===== src/design/scnc_pkg.sv =====
// Package for the cell reference converter: widths, character codes,
// shared structs and the saturating accumulate helper.
// No dependencies.
package scnc_pkg;

  localparam int VALUE_BITS = 24;
  localparam longint unsigned DEC_CAP = 64'd99999999;
  localparam longint unsigned FULL_MAX = (64'd1 << VALUE_BITS) - 64'd1;
  localparam logic [VALUE_BITS-1:0] VAL_LIMIT =
      VALUE_BITS'((FULL_MAX < DEC_CAP) ? FULL_MAX : DEC_CAP);

  // 26 * value + 58 always fits in six extra bits.
  localparam int ACC_W = VALUE_BITS + 6;

  // Decimal output has at most eight digits and letter output at most six.
  localparam int DIG_DEPTH = 8;
  localparam int DIG_IDX_W = $clog2(DIG_DEPTH);
  localparam int SP_W      = $clog2(DIG_DEPTH + 1);

  localparam logic [7:0] CH_ZERO = 8'd48;
  localparam logic [7:0] CH_AT   = 8'd64;
  localparam logic [7:0] CH_R    = 8'd82;
  localparam logic [7:0] CH_C    = 8'd67;

  localparam logic [5:0] DIV_DEC   = 6'd10;
  localparam logic [5:0] DIV_ALPHA = 6'd26;

  // Scaled reciprocals, rounded up. With five guard bits beyond VALUE_BITS the
  // rounding error never reaches the quotient for any dividend below 2^VALUE_BITS.
  localparam int RECIP_SHIFT = VALUE_BITS + 5;
  localparam int RECIP_W     = VALUE_BITS + 2;
  localparam int PROD_W      = VALUE_BITS + RECIP_W;
  localparam logic [RECIP_W-1:0] RECIP_DEC =
      RECIP_W'(((64'd1 << RECIP_SHIFT) + 64'(DIV_DEC) - 64'd1) / 64'(DIV_DEC));
  localparam logic [RECIP_W-1:0] RECIP_ALPHA =
      RECIP_W'(((64'd1 << RECIP_SHIFT) + 64'(DIV_ALPHA) - 64'd1) / 64'(DIV_ALPHA));

  typedef struct packed {
    logic                  rc_form;
    logic [VALUE_BITS-1:0] rc_row;
    logic [VALUE_BITS-1:0] rc_col;
    logic [VALUE_BITS-1:0] a1_row;
    logic [VALUE_BITS-1:0] a1_col;
  } scnc_vals_t;

  typedef struct packed {
    logic start;
    logic alpha;
  } scnc_div_ctl_t;

  typedef struct packed {
    logic                  done;
    logic [VALUE_BITS-1:0] quotient;
    logic [4:0]            remainder;
  } scnc_div_res_t;

  function automatic logic is_digit(input logic [7:0] c);
    is_digit = (c >= 8'd48) && (c <= 8'd57);
  endfunction

  function automatic logic is_alpha(input logic [7:0] c);
    is_alpha = ((c >= 8'd65) && (c <= 8'd90)) || ((c >= 8'd97) && (c <= 8'd122));
  endfunction

  // v * 10 + add or v * 26 + add, clamped at VAL_LIMIT.
  function automatic logic [VALUE_BITS-1:0] sat_acc(input logic [VALUE_BITS-1:0] v,
                                                    input logic alpha,
                                                    input logic [5:0] add);
    logic [ACC_W-1:0] w;
    logic [ACC_W-1:0] r;
    w = ACC_W'(v);
    if (alpha) begin
      r = (w << 4) + (w << 3) + (w << 1);
    end else begin
      r = (w << 3) + (w << 1);
    end
    r = r + ACC_W'(add);
    sat_acc = (r > ACC_W'(VAL_LIMIT)) ? VAL_LIMIT : r[VALUE_BITS-1:0];
  endfunction

endpackage


===== src/design/scnc_in_if.sv =====
// Input channel of the cell reference converter: one token character per
// transaction. No dependencies.
interface scnc_in_if;
  logic       valid;
  logic       ready;
  logic [7:0] char_in;
  logic       is_last;

  modport source (output valid, output char_in, output is_last, input ready);
  modport sink (input valid, input char_in, input is_last, output ready);
endinterface


===== src/design/scnc_out_if.sv =====
// Output channel of the cell reference converter: one converted character
// per transaction. No dependencies.
interface scnc_out_if;
  logic       valid;
  logic       ready;
  logic [7:0] char_out;
  logic       last_out;

  modport source (output valid, output char_out, output last_out, input ready);
  modport sink (input valid, input char_out, input last_out, output ready);
endinterface


===== src/design/spreadsheet_cell_notation_converter_top.sv =====
// Top level of the cell reference converter: output sequencer, digit stack
// and output register around the parser and the shared divider.
// Depends on scnc_pkg, scnc_in_if, scnc_out_if, scnc_parser, scnc_divider.
//
//   channel  side  payload             transaction
//   token    sink  char_in, is_last    one character of the reference token
//   result   src   char_out, last_out  one character of the converted reference
//
// A character that is not the last is taken while the sequencer waits in ST_PARSE,
// so such characters can follow back to back. The last one starts the conversion,
// during which token.ready is low: each segment is set up in ST_SEG (a literal is
// then sent from ST_LIT), each decimal digit or column letter passes through
// ST_START and the shared divider, and each stacked character leaves through the
// output register. Reset is synchronous; a stalled result holds the sequencer in place.
module spreadsheet_cell_notation_converter_top (
  input logic clk,
  input logic rst,
  scnc_in_if.sink    token,
  scnc_out_if.source result
);
  import scnc_pkg::*;

  localparam logic [2:0] ST_PARSE = 3'd0;
  localparam logic [2:0] ST_SEG   = 3'd1;
  localparam logic [2:0] ST_START = 3'd2;
  localparam logic [2:0] ST_DIV   = 3'd3;
  localparam logic [2:0] ST_EMIT  = 3'd4;
  localparam logic [2:0] ST_LIT   = 3'd5;

  localparam logic [1:0] SEG_0 = 2'd0;
  localparam logic [1:0] SEG_1 = 2'd1;
  localparam logic [1:0] SEG_2 = 2'd2;
  localparam logic [1:0] SEG_3 = 2'd3;

  logic [2:0]            state;
  logic [2:0]            state_next;
  logic [1:0]            seg;
  logic [VALUE_BITS-1:0] work;
  logic [4:0]            digits [DIG_DEPTH];
  logic [SP_W-1:0]       sp;
  logic                  out_valid;
  logic [7:0]            out_char;
  logic                  out_last;

  scnc_vals_t            vals;
  scnc_div_ctl_t         div_ctl;
  scnc_div_res_t         div_res;

  logic                  take;
  logic                  out_free;
  logic                  seg_lit;
  logic                  seg_alpha;
  logic                  seg_last;
  logic [VALUE_BITS-1:0] seg_value;
  logic [7:0]            lit_char;
  logic [SP_W-1:0]       sp_dec;
  logic [4:0]            top_digit;
  logic                  emit_dig;
  logic                  emit_lit;
  logic                  advance;
  logic                  finish;

  assign take     = token.valid && token.ready;
  assign out_free = !out_valid || result.ready;

  assign seg_lit   = !vals.rc_form && (seg == SEG_0 || seg == SEG_2);
  assign seg_alpha = vals.rc_form && (seg == SEG_0);
  assign seg_last  = vals.rc_form ? (seg == SEG_1) : (seg == SEG_3);
  assign lit_char  = (seg == SEG_0) ? CH_R : CH_C;

  always_comb begin
    case (seg)
      SEG_0:   seg_value = vals.rc_form ? vals.rc_col : vals.a1_row;
      SEG_1:   seg_value = vals.rc_form ? vals.rc_row : vals.a1_row;
      default: seg_value = vals.a1_col;
    endcase
  end

  assign sp_dec    = sp - SP_W'(1);
  assign top_digit = digits[sp_dec[DIG_IDX_W-1:0]];

  assign emit_dig = (state == ST_EMIT) && out_free;
  assign emit_lit = (state == ST_LIT) && out_free;
  // A segment ends after a literal, after its last stacked digit, or when a
  // zero column in R-C form gives no letters at all.
  assign advance  = emit_lit || (emit_dig && sp == SP_W'(1)) ||
                    ((state == ST_SEG) && seg_alpha && seg_value == '0);
  assign finish   = advance && seg_last;

  assign div_ctl.start = (state == ST_START);
  assign div_ctl.alpha = seg_alpha;

  scnc_parser u_parser (
    .clk     (clk),
    .rst     (rst),
    .take    (take),
    .char_in (token.char_in),
    .clear   (finish),
    .vals    (vals)
  );

  scnc_divider u_divider (
    .clk      (clk),
    .rst      (rst),
    .ctl      (div_ctl),
    .dividend (work),
    .res      (div_res)
  );

  always_comb begin
    state_next = state;
    case (state)
      ST_PARSE: begin
        if (take && token.is_last) state_next = ST_SEG;
      end
      ST_SEG: begin
        if (seg_lit) state_next = ST_LIT;
        else if (!(seg_alpha && seg_value == '0)) state_next = ST_START;
      end
      ST_START: state_next = ST_DIV;
      ST_DIV: begin
        if (div_res.done) begin
          state_next = (div_res.quotient != '0) ? ST_START : ST_EMIT;
        end
      end
      ST_EMIT, ST_LIT: begin
        if (advance) state_next = seg_last ? ST_PARSE : ST_SEG;
      end
      default: state_next = ST_PARSE;
    endcase
  end

  always_ff @(posedge clk) begin
    if (rst) begin
      state     <= ST_PARSE;
      seg       <= SEG_0;
      sp        <= '0;
      out_valid <= 1'b0;
    end else begin
      state <= state_next;
      if (advance) seg <= seg_last ? SEG_0 : seg + 2'd1;
      if (state == ST_DIV && div_res.done) sp <= sp + SP_W'(1);
      else if (emit_dig) sp <= sp_dec;
      if (emit_dig || emit_lit) out_valid <= 1'b1;
      else if (result.ready) out_valid <= 1'b0;
    end
  end

  always_ff @(posedge clk) begin
    if (state == ST_SEG) begin
      work <= seg_alpha ? seg_value - VALUE_BITS'(1) : seg_value;
    end else if (state == ST_DIV && div_res.done) begin
      work <= seg_alpha ? div_res.quotient - VALUE_BITS'(1) : div_res.quotient;
      // Letters are kept as 1..26 so that they print as CH_AT + digit.
      digits[sp[DIG_IDX_W-1:0]] <= seg_alpha ? div_res.remainder + 5'd1
                                             : div_res.remainder;
    end
    if (emit_lit) begin
      out_char <= lit_char;
      out_last <= 1'b0;
    end else if (emit_dig) begin
      out_char <= (seg_alpha ? CH_AT : CH_ZERO) + {3'b000, top_digit};
      out_last <= seg_last && sp == SP_W'(1);
    end
  end

  assign token.ready     = (state == ST_PARSE);
  assign result.valid    = out_valid;
  assign result.char_out = out_char;
  assign result.last_out = out_last;

endmodule


===== src/design/scnc_parser.sv =====
// Token parser: reads one character per cycle while take is high and keeps both the R-C and the
// letters-digits reading of the token. Depends on scnc_pkg.
module scnc_parser (
  input  logic               clk,
  input  logic               rst,
  input  logic               take,
  input  logic [7:0]         char_in,
  input  logic               clear,
  output scnc_pkg::scnc_vals_t vals
);
  import scnc_pkg::*;

  localparam logic [1:0] RC_FIRST = 2'd0;
  localparam logic [1:0] RC_ROW   = 2'd1;
  localparam logic [1:0] RC_COL   = 2'd2;
  localparam logic [1:0] RC_DONE  = 2'd3;

  localparam logic [1:0] A1_LETTERS = 2'd0;
  localparam logic [1:0] A1_DIGITS  = 2'd1;
  localparam logic [1:0] A1_DONE    = 2'd2;

  logic [4:0]            position;
  logic                  starts_with_r;
  logic                  second_is_digit;
  logic                  saw_c_letter;
  logic [VALUE_BITS-1:0] rc_row_value;
  logic [VALUE_BITS-1:0] rc_col_value;
  logic [1:0]            rc_phase;
  logic [VALUE_BITS-1:0] a1_col_value;
  logic [VALUE_BITS-1:0] a1_row_value;
  logic [1:0]            a1_phase;

  logic [VALUE_BITS-1:0] rc_row_next;
  logic [VALUE_BITS-1:0] rc_col_next;
  logic [1:0]            rc_phase_next;
  logic [VALUE_BITS-1:0] a1_col_next;
  logic [VALUE_BITS-1:0] a1_row_next;
  logic [1:0]            a1_phase_next;
  logic                  dig;
  logic                  alp;
  logic [5:0]            dig_val;
  logic [5:0]            alp_val;

  assign dig     = is_digit(char_in);
  assign alp     = is_alpha(char_in);
  assign dig_val = 6'(char_in - CH_ZERO);
  assign alp_val = 6'(char_in - CH_AT);

  always_comb begin
    rc_row_next   = rc_row_value;
    rc_col_next   = rc_col_value;
    rc_phase_next = rc_phase;
    case (rc_phase)
      RC_FIRST: rc_phase_next = RC_ROW;
      RC_ROW: begin
        if (dig) rc_row_next = sat_acc(rc_row_value, 1'b0, dig_val);
        else rc_phase_next = RC_COL;
      end
      RC_COL: begin
        if (dig) rc_col_next = sat_acc(rc_col_value, 1'b0, dig_val);
        else rc_phase_next = RC_DONE;
      end
      default: rc_phase_next = rc_phase;
    endcase
  end

  always_comb begin
    a1_col_next   = a1_col_value;
    a1_row_next   = a1_row_value;
    a1_phase_next = a1_phase;
    case (a1_phase)
      A1_LETTERS: begin
        if (alp) begin
          a1_col_next = sat_acc(a1_col_value, 1'b1, alp_val);
        end else if (dig) begin
          a1_phase_next = A1_DIGITS;
          a1_row_next   = sat_acc(a1_row_value, 1'b0, dig_val);
        end else begin
          a1_phase_next = A1_DONE;
        end
      end
      A1_DIGITS: begin
        if (dig) a1_row_next = sat_acc(a1_row_value, 1'b0, dig_val);
        else a1_phase_next = A1_DONE;
      end
      default: a1_phase_next = a1_phase;
    endcase
  end

  always_ff @(posedge clk) begin
    if (rst || clear) begin
      position        <= '0;
      starts_with_r   <= 1'b0;
      second_is_digit <= 1'b0;
      saw_c_letter    <= 1'b0;
      rc_row_value    <= '0;
      rc_col_value    <= '0;
      rc_phase        <= RC_FIRST;
      a1_col_value    <= '0;
      a1_row_value    <= '0;
      a1_phase        <= A1_LETTERS;
    end else if (take) begin
      if (position == 5'd0 && char_in == CH_R) starts_with_r <= 1'b1;
      if (position == 5'd1 && dig) second_is_digit <= 1'b1;
      if (char_in == CH_C) saw_c_letter <= 1'b1;
      if (position != 5'd31) position <= position + 5'd1;
      rc_row_value <= rc_row_next;
      rc_col_value <= rc_col_next;
      rc_phase     <= rc_phase_next;
      a1_col_value <= a1_col_next;
      a1_row_value <= a1_row_next;
      a1_phase     <= a1_phase_next;
    end
  end

  assign vals.rc_form = starts_with_r && second_is_digit && saw_c_letter;
  assign vals.rc_row  = rc_row_value;
  assign vals.rc_col  = rc_col_value;
  assign vals.a1_row  = a1_row_value;
  assign vals.a1_col  = a1_col_value;

endmodule


===== src/design/scnc_divider.sv =====
// Shared divider by 10 or 26: multiplies by a scaled reciprocal, then gets the
// remainder back with shifts. done is registered after the DV_MUL, DV_QUO and DV_REM steps. Depends on scnc_pkg.
module scnc_divider (
  input  logic                    clk,
  input  logic                    rst,
  input  scnc_pkg::scnc_div_ctl_t ctl,
  input  logic [scnc_pkg::VALUE_BITS-1:0] dividend,
  output scnc_pkg::scnc_div_res_t res
);
  import scnc_pkg::*;

  localparam logic [1:0] DV_IDLE = 2'd0;
  localparam logic [1:0] DV_MUL  = 2'd1;
  localparam logic [1:0] DV_QUO  = 2'd2;
  localparam logic [1:0] DV_REM  = 2'd3;

  logic [1:0]            step;
  logic                  done;
  logic                  alpha;
  logic [VALUE_BITS-1:0] num;
  logic [RECIP_W-1:0]    recip;
  logic [PROD_W-1:0]     product;
  logic [VALUE_BITS-1:0] quotient;
  logic [4:0]            remainder;

  logic [VALUE_BITS-1:0] back;
  logic [4:0]            rest;

  // The quotient times the divisor never exceeds the dividend.
  assign back = alpha ? (quotient << 4) + (quotient << 3) + (quotient << 1)
                      : (quotient << 3) + (quotient << 1);
  assign rest = 5'(num - back);

  always_ff @(posedge clk) begin
    if (rst) begin
      step <= DV_IDLE;
      done <= 1'b0;
    end else begin
      done <= 1'b0;
      case (step)
        DV_IDLE: begin
          if (ctl.start) step <= DV_MUL;
        end
        DV_MUL: step <= DV_QUO;
        DV_QUO: step <= DV_REM;
        DV_REM: begin
          step <= DV_IDLE;
          done <= 1'b1;
        end
        default: step <= DV_IDLE;
      endcase
    end
  end

  always_ff @(posedge clk) begin
    if (step == DV_IDLE && ctl.start) begin
      num   <= dividend;
      alpha <= ctl.alpha;
      recip <= ctl.alpha ? RECIP_ALPHA : RECIP_DEC;
    end
    if (step == DV_MUL) product <= PROD_W'(num) * PROD_W'(recip);
    if (step == DV_QUO) quotient <= VALUE_BITS'(product >> RECIP_SHIFT);
    if (step == DV_REM) remainder <= rest;
  end

  assign res.done      = done;
  assign res.quotient  = quotient;
  assign res.remainder = remainder;

endmodule


===== src/flat_wrapper.sv =====
// flat-port wrapper written by rule: the top's interface ports become plain ports
module spreadsheet_cell_notation_converter_top_flat import scnc_pkg::*;
  (clk, rst, token_valid, token_char_in, token_is_last, token_ready, result_valid, result_char_out, result_last_out, result_ready);
  scnc_in_if token_i ();
  scnc_out_if result_i ();
  input logic clk;
  input logic rst;
  input wire logic [$bits(token_i.valid)-1:0] token_valid;
  input wire logic [$bits(token_i.char_in)-1:0] token_char_in;
  input wire logic [$bits(token_i.is_last)-1:0] token_is_last;
  output wire logic [$bits(token_i.ready)-1:0] token_ready;
  output wire logic [$bits(result_i.valid)-1:0] result_valid;
  output wire logic [$bits(result_i.char_out)-1:0] result_char_out;
  output wire logic [$bits(result_i.last_out)-1:0] result_last_out;
  input wire logic [$bits(result_i.ready)-1:0] result_ready;
  assign token_i.valid = token_valid;
  assign token_i.char_in = token_char_in;
  assign token_i.is_last = token_is_last;
  assign token_ready = token_i.ready;
  assign result_valid = result_i.valid;
  assign result_char_out = result_i.char_out;
  assign result_last_out = result_i.last_out;
  assign result_i.ready = result_ready;
  spreadsheet_cell_notation_converter_top u_core (.clk(clk), .rst(rst), .token(token_i), .result(result_i));
endmodule

===== config.mk =====
export PLATFORM = sky130hd
export DESIGN_NAME = spreadsheet_cell_notation_converter_top_flat
export DESIGN_NICKNAME = d
export VERILOG_FILES = /design/src/design/scnc_pkg.sv /design/src/design/scnc_in_if.sv /design/src/design/scnc_out_if.sv /design/src/design/spreadsheet_cell_notation_converter_top.sv /design/src/design/scnc_parser.sv /design/src/design/scnc_divider.sv /design/src/flat_wrapper.sv
export SDC_FILE = /design/constraint.sdc
export NUM_CORES = 2
export LEC_CHECK = 0
export ABC_CLOCK_PERIOD_IN_PS = 8500
export BUFFER_PORTS_ARGS = -buffer_cell sky130_fd_sc_hd__buf_4
export CORE_UTILIZATION = 65
export CTS_CLUSTER_DIAMETER = 100
export DETAILED_ROUTE_END_ITERATION = 7
export PLACE_DENSITY = 0.85
export SLEW_MARGIN = 10
export SYNTH_ARGS = -nofsm -noshare
export SYNTH_HDL_FRONTEND = slang
export SYNTH_HIERARCHICAL = 1
export SYNTH_SLANG_ARGS = --single-unit

===== constraint.sdc =====
create_clock -name clk -period 8.5 [get_ports clk]
set_input_delay 1.7 -clock clk [delete_from_list [all_inputs] [get_ports clk]]
set_output_delay 1.7 -clock clk [all_outputs]
set_load 0.1 [all_outputs]

==> results.toml <==
[finish]
layout_common_cells = "inv_1 (535), ha_1 (414), fa_1 (276)"
final_util_pct = 69.4
n_antenna_cell = 0
nets = 4170
synthToLayoutAreaGrowth_pct = 4.89
drive_above_1_share_pct = 5.88
layout_commonest_cell = "inv_1"

[floorplanning]
design.portCount = 24
dieWidth_microns = 226
dieHeight_microns = 226
coreArea_sq_mm = 0.0493
initial_core_util_pct = 66.2
die-area_sq_mm = 0.0511
std_cell_rows = 81

[detailed_routing]
postRouteAntennaNets = 0
drt-initial-drc-count = 2206
drt_wl_total_microns = 84200
post_drt_wl_per_cell_microns = 20.3
drc = 0
via_per_inst = 6.30
vias = 26151
drtPass1Iterations = 7

[logic_synthesis]
syn_area_sq_mm = 0.0326
netlist_instances = 3521
ys_warn_count = 6
synth-edff-count = 144
ys_seq_elements = 266
yosysUniqueCellTypes = 115
ys.flop_type = "edfxtp_1"
ys_seq_area_share_pct = 20.8
synth_async_sr_flop_share_pct = 0
syn_area_per_cell_sq_um = 9.26

[worst_setup_path]
worst-endpoint-arrival_ns = 8.02
end_kind = "flop"
r2r_cells = 22
path_max_fanout = 26
cp-start-kind = "flop"
required_ns = 8.80
path_class = "reg2reg"

[clock_network]
cts_htree_levels = 1
post-cts-setup-buffers = 0
clock_latency_ns = 0.56
tritoncts = "yes"
cts-root-buf = "clkbuf_16"
clock-sinks = 266
cts_resized = 0
postCtsHoldBufs = 0
numCtsBuffers = 29
clk_path_buf_depth = 3
clk_pin_slew_ns = 0.07

[global_route]
grt_usage_pct = 33.3
grt_pass1_wl_microns = 135000
antenna_found_initial = 0
grt_pass1_vias = 25764
grt_overflow = 0
grt_max_degree = 74

[place]
dp_hpwl_microns = 68400
place_congestion = 1.02
io_buffers = 22

[sta]
min_period_ns = 7.72
period_share_pct = 90.8
setup_viol = 0
hold_viol = 0
rsz0062_at_grt = "false"
fmax_mhz = 130
setup_tns_ns = 0
tightestPinTransition_ns = 1.07
slew_violations = 0
skew_ns = 0.0125
slew_headroom_pct = 28.4

[worst_hold_path]
hold_path_class = "reg2reg"
hold-path-cell-count = 0

[run]
drv_cap = 0

[power_and_ir_drop]
p_int_mw = 3.54
p_leak_nw = 15.7
power-per-cell-area_mw_per_mm2 = 179
pwr-share-comb_pct = 50.5
switching_power_mw = 2.57
pwr-share-seq_pct = 26.7
clkPwrFrac_pct = 22.8
sw_frac_of_total_pct = 42.1
ir_worst_vdd_mv = 0.149

[status]
outcome = "finished, final reports clean"
[stage by stage]
step / hold slack [ns] / setup slack [ns] / instances / total power [mW] / instance area, sq um
detailed placement: 0.406 / 0.917 / 4100 / 4.65 / 33100
global route: 0.425 / 0.440 / 4152 / 6.51 / 34200
CTS: 0.418 / 0.863 / 4152 / 6.07 / 34200
finish: 0.417 / 0.783 / 4152 / 6.12 / 34200
floorplan: 0.400 / 2.01 / 3523 / 3.80 / 32600
global placement: 0.401 / 0.897 / 4100 / 4.61 / 33100
[cells by family after synthesis]
| logic type | count (synthesis) | share of synthesized area, % |
|---|---|---|
| flip-flops | 266 | 20.8 |
| adder cells (fa/ha/maj) | 690 | 32.8 |
| other | 2 | 0.0230 |
| AO/OA/AOI/OAI | 824 | 17.8 |
| AND/OR/NAND/NOR | 842 | 13.7 |
| XOR/XNOR | 204 | 5.52 |
| multiplexers | 32 | 1.37 |
| buffers and inverters | 661 | 7.99 |
[worst max-delay path: stages, from the launching register on]
cell	delay (ns)
edfxtp_1	0.93
and2_1	0.28
fa_1	0.44
fa_1	0.59
inv_1	0.13
fa_1	0.47
fa_1	0.52
inv_1	0.05
fa_1	0.47
fa_1	0.55
inv_1	0.05
fa_1	0.53
inv_1	0.05
ha_1	0.38
nand3_1	0.14
or3b_1	0.39
a2111oi_0	0.47
buf_4	0.21
o211ai_1	0.09
nand2_1	0.22
o21ai_1	0.19
nor3b_1	0.23
a211oi_1	0.07
[power groups by stage]
stage	registers [mW]	logic (mW)	clock network, mW
after CTS	1.63	3.03	1.40
after global routing	1.64	3.41	1.45
final	1.63	3.09	1.39
after detailed placement	1.66	3.00	0
after floorplan	1.64	2.16	0
after global placement	1.66	2.95	0
[registers in the layout (all words and copies together) (netlist names), 7 cells and up]
| register | count |
|---|---|
| u_core/u_divider/product | 21 |
| u_core/u_parser/a1_col_value | 24 |
| u_core/result.char_out | 7 |
| u_core/u_parser/rc_row_value | 24 |
| u_core/u_parser/rc_col_value | 24 |
| u_core/u_divider/quotient | 21 |
| u_core/work | 24 |
| u_core/u_divider/num | 24 |
| u_core/digits | 40 |
| u_core/u_parser/a1_row_value | 24 |
[synthesized netlist by cell type, drive strengths merged (33+ instances only)]
master    n  share of area (%)
clkbuf   81               0.93
nor2b    33               0.63
ha      414                 16
inv     535                6.2
a31oi    37               0.71
a21oi   184                2.9
dfxtp   122                7.5
nand2   185                2.1
edfxtp  144                 13
nor3     61               0.94
nand4    48               0.99
o21ai   175                2.7
fa      276                 17
xor2     82                2.2
a211oi   48                1.3
o221a    49                1.7
and2     68                1.3
o211ai   33               0.76
nand3    67                1.1
nor2    186                2.2
buf      44               0.88
xnor2   121                3.3
o21a     41               0.94
a21o     73                1.7
[path summary, 6_finish.rpt]
kind | endpoint | slack (ns) | startpoint
setup / recovery | u_core/u_divider/product[49] | 0.78 | u_core/u_divider/recip[19]
hold / removal | u_core/u_divider/quotient[2] | 0.42 | u_core/u_divider/product[31]
setup reg to reg | u_core/u_divider/product[49] | 0.78 | u_core/u_divider/recip[19]
hold reg to reg | u_core/u_divider/quotient[2] | 0.42 | u_core/u_divider/product[31]
[routing by layer]
layer	GRT usage, %	wire [microns]
met1	42.6	34000
met2	56.6	40400
met3	3.86	5550
met4	15.1	4240
met5	0	0
[final cells by class]
cell class	count	area, sq um
Fill cell	3717	15100
Clock inverter	22	320
Clock buffer	30	729
Sequential cell	266	6770
Timing Repair Buffer	38	285
Inverter	536	2010
Tap cell	664	831
Multi-Input combinational cell	2596	23300
(Power assumes the default switching activity.)
